$ cat src/rtl/rgsf_pkg.sv
// Shared types and constants for the region gray/sepia pixel filter.
// Used by every module of the block; depends on nothing else.
`default_nettype none

package rgsf_pkg;

	localparam int unsigned COORD_W = 12;
	localparam int unsigned CHAN_W  = 8;
	localparam int unsigned CFG_W   = 12;
	localparam int unsigned IDX_W   = 3;

	// Positions at or beyond this side length are never inside the region.
	localparam int unsigned MAX_SIDE = 4096;

	// Sepia matrix in thousandths; rows are output red, green, blue.
	localparam int unsigned SEPIA_K [3][3] = '{
		'{393, 769, 189},
		'{349, 686, 168},
		'{272, 534, 131}
	};
	localparam int unsigned SEPIA_ROUND = 500;

	// Exact division by 1000 for sums below 2^19, and by 3 for sums below 2^10.
	localparam int unsigned DOT_W      = 19;
	localparam int unsigned RECIP_W    = 20;
	localparam int unsigned PROD_W     = DOT_W + RECIP_W;
	localparam int unsigned DIV_SHIFT  = 29;
	localparam int unsigned RECIP_1000 = 536871;
	localparam int unsigned Q_W        = 9;

	localparam int unsigned GSUM_W     = 10;
	localparam int unsigned GRECIP_W   = 11;
	localparam int unsigned GPROD_W    = GSUM_W + GRECIP_W;
	localparam int unsigned GRAY_SHIFT = 12;
	localparam int unsigned RECIP_3    = 1366;

	typedef logic [CHAN_W-1:0]  chan_t;
	typedef logic [COORD_W-1:0] coord_t;

	typedef enum logic [IDX_W-1:0] {
		REG_FILTER_MODE  = 3'd0,
		REG_LEFT_COLUMN  = 3'd1,
		REG_TOP_ROW      = 3'd2,
		REG_RIGHT_COLUMN = 3'd3,
		REG_BOTTOM_ROW   = 3'd4,
		REG_MAX_LEVEL    = 3'd5
	} reg_index_t;

	typedef enum logic {
		MODE_GRAY  = 1'b0,
		MODE_SEPIA = 1'b1
	} filter_mode_t;

	typedef struct packed {
		filter_mode_t filter_mode;
		coord_t       left_column;
		coord_t       top_row;
		coord_t       right_column;
		coord_t       bottom_row;
		chan_t        max_level;
	} cfg_t;

	typedef struct packed {
		coord_t pixel_row;
		coord_t pixel_column;
		chan_t  red_in;
		chan_t  green_in;
		chan_t  blue_in;
	} pixel_in_t;

	typedef struct packed {
		chan_t red_out;
		chan_t green_out;
		chan_t blue_out;
	} pixel_out_t;

	// Channel index 0 is red, 1 green, 2 blue.
	typedef struct packed {
		chan_t [2:0]             rgb;
		logic                    in_region;
		logic [2:0][DOT_W-1:0]   dot;
		logic [GSUM_W-1:0]       gray_sum;
	} front_t;

	typedef struct packed {
		chan_t [2:0]             rgb;
		logic                    in_region;
		logic [2:0][Q_W-1:0]     sepia_q;
		chan_t                   gray_avg;
	} mid_t;

endpackage

`default_nettype wire

$ cat src/rtl/region_gray_sepia_filter.sv
// Region gray/sepia pixel filter, top level with configuration registers.
// Accepts and delivers one beat per cycle while the output is not stalled.
// Each of the three stages advances when it is empty or its successor advances,
// so bubbles are squeezed out while the output is stalled.
// Reset clears all stage valid bits and loads the register defaults.
// Depends on rgsf_pkg, rgsf_front, rgsf_scale and rgsf_back.
`default_nettype none

module region_gray_sepia_filter
	import rgsf_pkg::*;
(
	input  wire logic              clk,
	input  wire logic              arst_n,
	input  wire logic              in_valid,
	output logic                   in_ready,
	input  pixel_in_t              in_data,
	output logic                   out_valid,
	input  wire logic              out_ready,
	output pixel_out_t             out_data,
	input  wire logic              cfg_write,
	input  wire logic [IDX_W-1:0]  cfg_index,
	input  wire logic [CFG_W-1:0]  cfg_data
);

	cfg_t   cfg_q;
	logic   en1;
	logic   en2;
	logic   en3;
	logic   valid_s1;
	logic   valid_s2;
	front_t data_s1;
	mid_t   data_s2;

	always_ff @(posedge clk or negedge arst_n) begin
		if (!arst_n) begin
			cfg_q.filter_mode  <= MODE_GRAY;
			cfg_q.left_column  <= '0;
			cfg_q.top_row      <= '0;
			cfg_q.right_column <= '1;
			cfg_q.bottom_row   <= '1;
			cfg_q.max_level    <= '1;
		end else if (cfg_write) begin
			case (cfg_index)
				REG_FILTER_MODE:  cfg_q.filter_mode  <= filter_mode_t'(cfg_data[0]);
				REG_LEFT_COLUMN:  cfg_q.left_column  <= cfg_data[COORD_W-1:0];
				REG_TOP_ROW:      cfg_q.top_row      <= cfg_data[COORD_W-1:0];
				REG_RIGHT_COLUMN: cfg_q.right_column <= cfg_data[COORD_W-1:0];
				REG_BOTTOM_ROW:   cfg_q.bottom_row   <= cfg_data[COORD_W-1:0];
				REG_MAX_LEVEL:    cfg_q.max_level    <= cfg_data[CHAN_W-1:0];
				default: begin
				end
			endcase
		end
	end

	assign en3      = !out_valid || out_ready;
	assign en2      = !valid_s2 || en3;
	assign en1      = !valid_s1 || en2;
	assign in_ready = en1;

	rgsf_front u_front (
		.clk      (clk),
		.arst_n   (arst_n),
		.en       (en1),
		.valid    (in_valid),
		.pixel    (in_data),
		.cfg      (cfg_q),
		.valid_s1 (valid_s1),
		.data_s1  (data_s1)
	);

	rgsf_scale u_scale (
		.clk      (clk),
		.arst_n   (arst_n),
		.en       (en2),
		.valid_s1 (valid_s1),
		.data_s1  (data_s1),
		.valid_s2 (valid_s2),
		.data_s2  (data_s2)
	);

	rgsf_back u_back (
		.clk      (clk),
		.arst_n   (arst_n),
		.en       (en3),
		.valid_s2 (valid_s2),
		.data_s2  (data_s2),
		.cfg      (cfg_q),
		.valid_s3 (out_valid),
		.data_s3  (out_data)
	);

endmodule

`default_nettype wire

$ cat src/rtl/rgsf_front.sv
// First pipeline stage: region test, sepia dot products and gray channel sum.
// Depends on rgsf_pkg.
`default_nettype none

module rgsf_front
	import rgsf_pkg::*;
(
	input  wire logic      clk,
	input  wire logic      arst_n,
	input  wire logic      en,
	input  wire logic      valid,
	input  pixel_in_t      pixel,
	input  cfg_t           cfg,
	output logic           valid_s1,
	output front_t         data_s1
);

	front_t nxt;
	logic   row_ok;
	logic   col_ok;

	always_comb begin
		row_ok = (32'(pixel.pixel_row) < MAX_SIDE) &&
			(pixel.pixel_row >= cfg.top_row) && (pixel.pixel_row <= cfg.bottom_row);
		col_ok = (32'(pixel.pixel_column) < MAX_SIDE) &&
			(pixel.pixel_column >= cfg.left_column) &&
			(pixel.pixel_column <= cfg.right_column);
		nxt.in_region = row_ok && col_ok;
		nxt.rgb[0] = pixel.red_in;
		nxt.rgb[1] = pixel.green_in;
		nxt.rgb[2] = pixel.blue_in;
		for (int c = 0; c < 3; c++) begin
			nxt.dot[c] = DOT_W'(SEPIA_K[c][0]) * DOT_W'(pixel.red_in) +
				DOT_W'(SEPIA_K[c][1]) * DOT_W'(pixel.green_in) +
				DOT_W'(SEPIA_K[c][2]) * DOT_W'(pixel.blue_in) +
				DOT_W'(SEPIA_ROUND);
		end
		nxt.gray_sum = GSUM_W'(pixel.red_in) + GSUM_W'(pixel.green_in) +
			GSUM_W'(pixel.blue_in);
	end

	always_ff @(posedge clk or negedge arst_n) begin
		if (!arst_n) begin
			valid_s1 <= 1'b0;
		end else if (en) begin
			valid_s1 <= valid;
		end
	end

	always_ff @(posedge clk) begin
		if (en && valid) begin
			data_s1 <= nxt;
		end
	end

endmodule

`default_nettype wire

$ cat src/rtl/rgsf_scale.sv
// Second pipeline stage: divides the sepia sums by 1000 and the gray sum by 3
// through reciprocal multiplication. Depends on rgsf_pkg.
`default_nettype none

module rgsf_scale
	import rgsf_pkg::*;
(
	input  wire logic clk,
	input  wire logic arst_n,
	input  wire logic en,
	input  wire logic valid_s1,
	input  front_t    data_s1,
	output logic      valid_s2,
	output mid_t      data_s2
);

	mid_t                    nxt;
	logic [2:0][PROD_W-1:0]  prod;
	logic [GPROD_W-1:0]      gprod;

	always_comb begin
		nxt.rgb       = data_s1.rgb;
		nxt.in_region = data_s1.in_region;
		for (int c = 0; c < 3; c++) begin
			prod[c] = PROD_W'(data_s1.dot[c]) * PROD_W'(RECIP_1000);
			nxt.sepia_q[c] = prod[c][DIV_SHIFT +: Q_W];
		end
		gprod = GPROD_W'(data_s1.gray_sum) * GPROD_W'(RECIP_3);
		nxt.gray_avg = gprod[GRAY_SHIFT +: CHAN_W];
	end

	always_ff @(posedge clk or negedge arst_n) begin
		if (!arst_n) begin
			valid_s2 <= 1'b0;
		end else if (en) begin
			valid_s2 <= valid_s1;
		end
	end

	always_ff @(posedge clk) begin
		if (en && valid_s1) begin
			data_s2 <= nxt;
		end
	end

endmodule

`default_nettype wire

$ cat src/rtl/rgsf_back.sv
// Third pipeline stage: sepia saturation, mode and region selection, and the
// output register. Depends on rgsf_pkg.
`default_nettype none

module rgsf_back
	import rgsf_pkg::*;
(
	input  wire logic clk,
	input  wire logic arst_n,
	input  wire logic en,
	input  wire logic valid_s2,
	input  mid_t      data_s2,
	input  cfg_t      cfg,
	output logic      valid_s3,
	output pixel_out_t data_s3
);

	chan_t [2:0] sat;
	chan_t [2:0] sel;
	pixel_out_t  nxt;

	always_comb begin
		for (int c = 0; c < 3; c++) begin
			sat[c] = (data_s2.sepia_q[c] > Q_W'(cfg.max_level)) ? cfg.max_level
				: data_s2.sepia_q[c][CHAN_W-1:0];
			if (!data_s2.in_region) begin
				sel[c] = data_s2.rgb[c];
			end else if (cfg.filter_mode == MODE_GRAY) begin
				sel[c] = data_s2.gray_avg;
			end else begin
				sel[c] = sat[c];
			end
		end
		nxt.red_out   = sel[0];
		nxt.green_out = sel[1];
		nxt.blue_out  = sel[2];
	end

	always_ff @(posedge clk or negedge arst_n) begin
		if (!arst_n) begin
			valid_s3 <= 1'b0;
		end else if (en) begin
			valid_s3 <= valid_s2;
		end
	end

	always_ff @(posedge clk) begin
		if (en && valid_s2) begin
			data_s3 <= nxt;
		end
	end

endmodule

`default_nettype wire

$ cat config.mk
export PLATFORM = sky130hd
export DESIGN_NAME = region_gray_sepia_filter
export DESIGN_NICKNAME = d
export VERILOG_FILES = /design/src/rtl/rgsf_pkg.sv /design/src/rtl/region_gray_sepia_filter.sv /design/src/rtl/rgsf_front.sv /design/src/rtl/rgsf_scale.sv /design/src/rtl/rgsf_back.sv
export SDC_FILE = /design/constraint.sdc
export NUM_CORES = 2
export LEC_CHECK = 0
export ABC_AREA = 0
export BUFFER_PORTS_ARGS = -buffer_cell sky130_fd_sc_hd__buf_2
export CORE_ASPECT_RATIO = 2
export CORE_MARGIN = 2
export CORE_UTILIZATION = 50
export CTS_BUF_LIST = sky130_fd_sc_hd__clkbuf_16
export CTS_CLUSTER_SIZE = 8
export DETAILED_ROUTE_END_ITERATION = 10
export PLACE_DENSITY_LB_ADDON = 0.12
export SETUP_SLACK_MARGIN = 0.4
export SYNTH_ARGS = -nofsm -noshare
export SYNTH_HDL_FRONTEND = slang
export SYNTH_SLANG_ARGS = --single-unit
$ cat constraint.sdc
create_clock -name clk -period 16.4 [get_ports clk]
set_clock_uncertainty 0.15 [all_clocks]
set_input_delay 2.46 -clock clk [delete_from_list [all_inputs] [get_ports clk]]
set_output_delay 2.46 -clock clk [all_outputs]
set_load 0.02 [all_outputs]
==> out/qor.yml <==
cts:
  h-tree-depth: 2
  cts.sinks: 234
  root_buffer: "clkbuf_16"
  cts_buffers: 35
  postCtsSetupBuffers: 0
  cts_tree: "built"
  clk_path_buf_depth: 3
  cts_resized: 0
  clk_latency_ps: 560
  holdBufCountCts: 0
  clk_pin_slew_ps: 50
route:
  drtPass1Iterations: 5
  ant_nets: 0
  drt-wirelength-per-cell_um: 20.1
  vias_per_cell: 5.25
  drcViolationCount: 0
  via_count: 24900
  finalWirelength_um: 95600
  drtIter0Drc: 772
global_route:
  grt_max_degree: 61
  grt_pass1_wl_um: 149000
  track_usage: 0.259
  overflow: 0
  antenna_found_initial: 2
  grt_pass1_vias: 27800
synthesis:
  avgSynthCellArea_um2: 10.5
  ys_warn_count: 0
  ys_seq_area_frac: 0.180
  ys.flop_type: "edfxtp_1"
  async_flop_share: 0.256
  synth_area_mm2: 0.0377
  synthMostInstantiatedCell: "inv_1"
  synth_common_cells: "inv_1, ha_1, fa_1"
  ys_ff_latch: 234
  synth_cell_types: 73
  synth_cells: 3604
  ys_top_cells_by_area: "ha_1, fa_1, edfxtp_1, inv_1, xnor2_1"
  yosys.area.top_type_share: 0.311
  syn_nets: 5055
  synth_top_area_cell: "ha_1"
  synth_edf_count: 174
sta:
  setup_viol: 0
  setup_tns_ps: 0
  worst_slew_pin_slew_ps: 1120
  min_period_over_period: 0.529
  fmax_mhz: 115
  period_needed_ps: 8670
  hold_viol: 0
  drv_slew: 0
  rsz0062_at_grt: "false"
  slew_headroom: 0.253
critical_path:
  end_kind: "flop"
  path_class: "in2reg"
  worstPathMaxFanout: 14
  required_ps: 16540
  start_kind: "input port"
  rrSetupSlack_ps: 9870
  crit_arrival_ps: 8810
run:
  cap_violations: 0
floorplanning:
  core_area_mm2: 0.0748
  die_area_mm2: 0.0777
  rows: 142
  die_w_um: 198
  initial_core_util: 0.504
  io_pins: 94
  die_h_um: 392
place:
  gp_congestion: 0.935
  dp_hpwl_um: 83700
  portBuffers: 93
hold_path:
  hold_path.class: "reg2reg"
cells_and_area:
  area_delta_synth_final_pct: 7.31
  drive_gt1_frac: 0.0681
  nets: 5177
status:
  status: "finished clean"
## cells by family after synthesis
kind of cell	count (synthesis)	share of synthesized area
simple gates	366	0.0485
buf+inv	1006	0.100
fa+ha+maj	1383	0.549
xor+xnor	116	0.0270
mux	74	0.0213
flops	234	0.180
compound gates	425	0.0747
## per-layer routing
layer	GRT usage	wire length (um)	vias to the layer above
met4	0.144	6190	2
met1	0.243	31600	12300
li1	-	-	12000
met5	0	7	-
met3	0.0227	2160	215
met2	0.533	55600	390
## flip-flops by register name, indices dropped and copies added (netlist names)
name	count
u_front.data_s1	90
u_scale.data_s2	60
cfg_q	57
u_back.data_s3	24
u_back.valid_s3	1
u_front.valid_s1	1
u_scale.valid_s2	1
## critical path, cell delays in order
cell and delay [ps]:
buf_2 320, fa_1 480, inv_1 80, fa_1 430, fa_1 500, fa_1 490, inv_1 40, ha_1 280
inv_1 60, xnor2_1 390, fa_1 500, fa_1 520, fa_1 500, inv_1 40, ha_1 300, a21boi_0 250
o21ai_0 150, a21boi_1 220, o21ai_1 130, a211oi_1 300, o221ai_1 200, xnor2_1 160
## cell type report
class	count	area [um2]
clock buffers	35	876
repair buffers	100	518
flip-flops and latches	234	6770
inverters	991	3720
multi-input cells	2364	27200
fillers	6829	34400
well taps	1008	1260
diodes	1	2.50
clock inverters	21	123
## per-stage QoR
| stage | instances | cell area, um2 | worst slack, ps | utilization | hold WS (ps) |
|---|---|---|---|---|---|
| 2_1_floorplan | 3604 | 37700 | 8090 | - | 250 |
| 3_3_place_gp | 4697 | 39400 | 7180 | 0.527 | 251 |
| 3_5_place_dp | 4697 | 39400 | 7160 | 0.527 | 255 |
| 4_1_cts | 4753 | 40400 | 7710 | 0.540 | 267 |
| 5_1_grt | 4754 | 40400 | 7380 | 0.540 | 284 |
| 6_report | 4754 | 40400 | 7730 | 0.540 | 267 |
## layout by cell type, fill, tap and decap left out, drive strengths merged, types with 5 or more instances in the layout
master	Yosys	layout
fa	448	448
mux2i	26	26
a2111oi	8	8
a211oi	11	11
a211o	8	8
nand2	82	82
mux2	48	48
a21o	58	58
nand3	28	28
o211ai	6	6
o21bai	23	23
o21ai	99	99
o41ai	7	7
or2	11	11
and3	13	13
a21boi	9	9
o311ai	5	5
ha	935	935
nor3b	6	6
o21a	20	20
inv	991	1008
and2	5	5
or3	7	7
nor3	33	33
nor2b	31	31
xnor2	99	99
edfxtp	174	174
a311oi	6	6
dfrtp	28	28
nor2	91	91
a31oi	8	8
nand4	20	20
a21oi	132	132
buf	3	100
xor2	17	17
clkbuf	12	35
dfstp	32	32
nand2b	21	21
## final timing paths
kind | start | endpoint | cells past startpoint
setup / recovery | in_data[14] | u_front.data_s1[47] | 22
hold / removal | u_front.data_s1[73] | u_scale.data_s2[41] | 0
setup reg to reg | u_front.data_s1[45] | u_scale.data_s2[25] | 19
hold reg to reg | u_front.data_s1[73] | u_scale.data_s2[41] | 0
max in group asynchronous | arst_n | u_scale.valid_s2 | 2
min in group asynchronous | arst_n | cfg_q[53] | 2
Power is left out: the tool's default activity adds up to more than one toggle a clock period on the data nets, which glitch-free logic cannot reach.
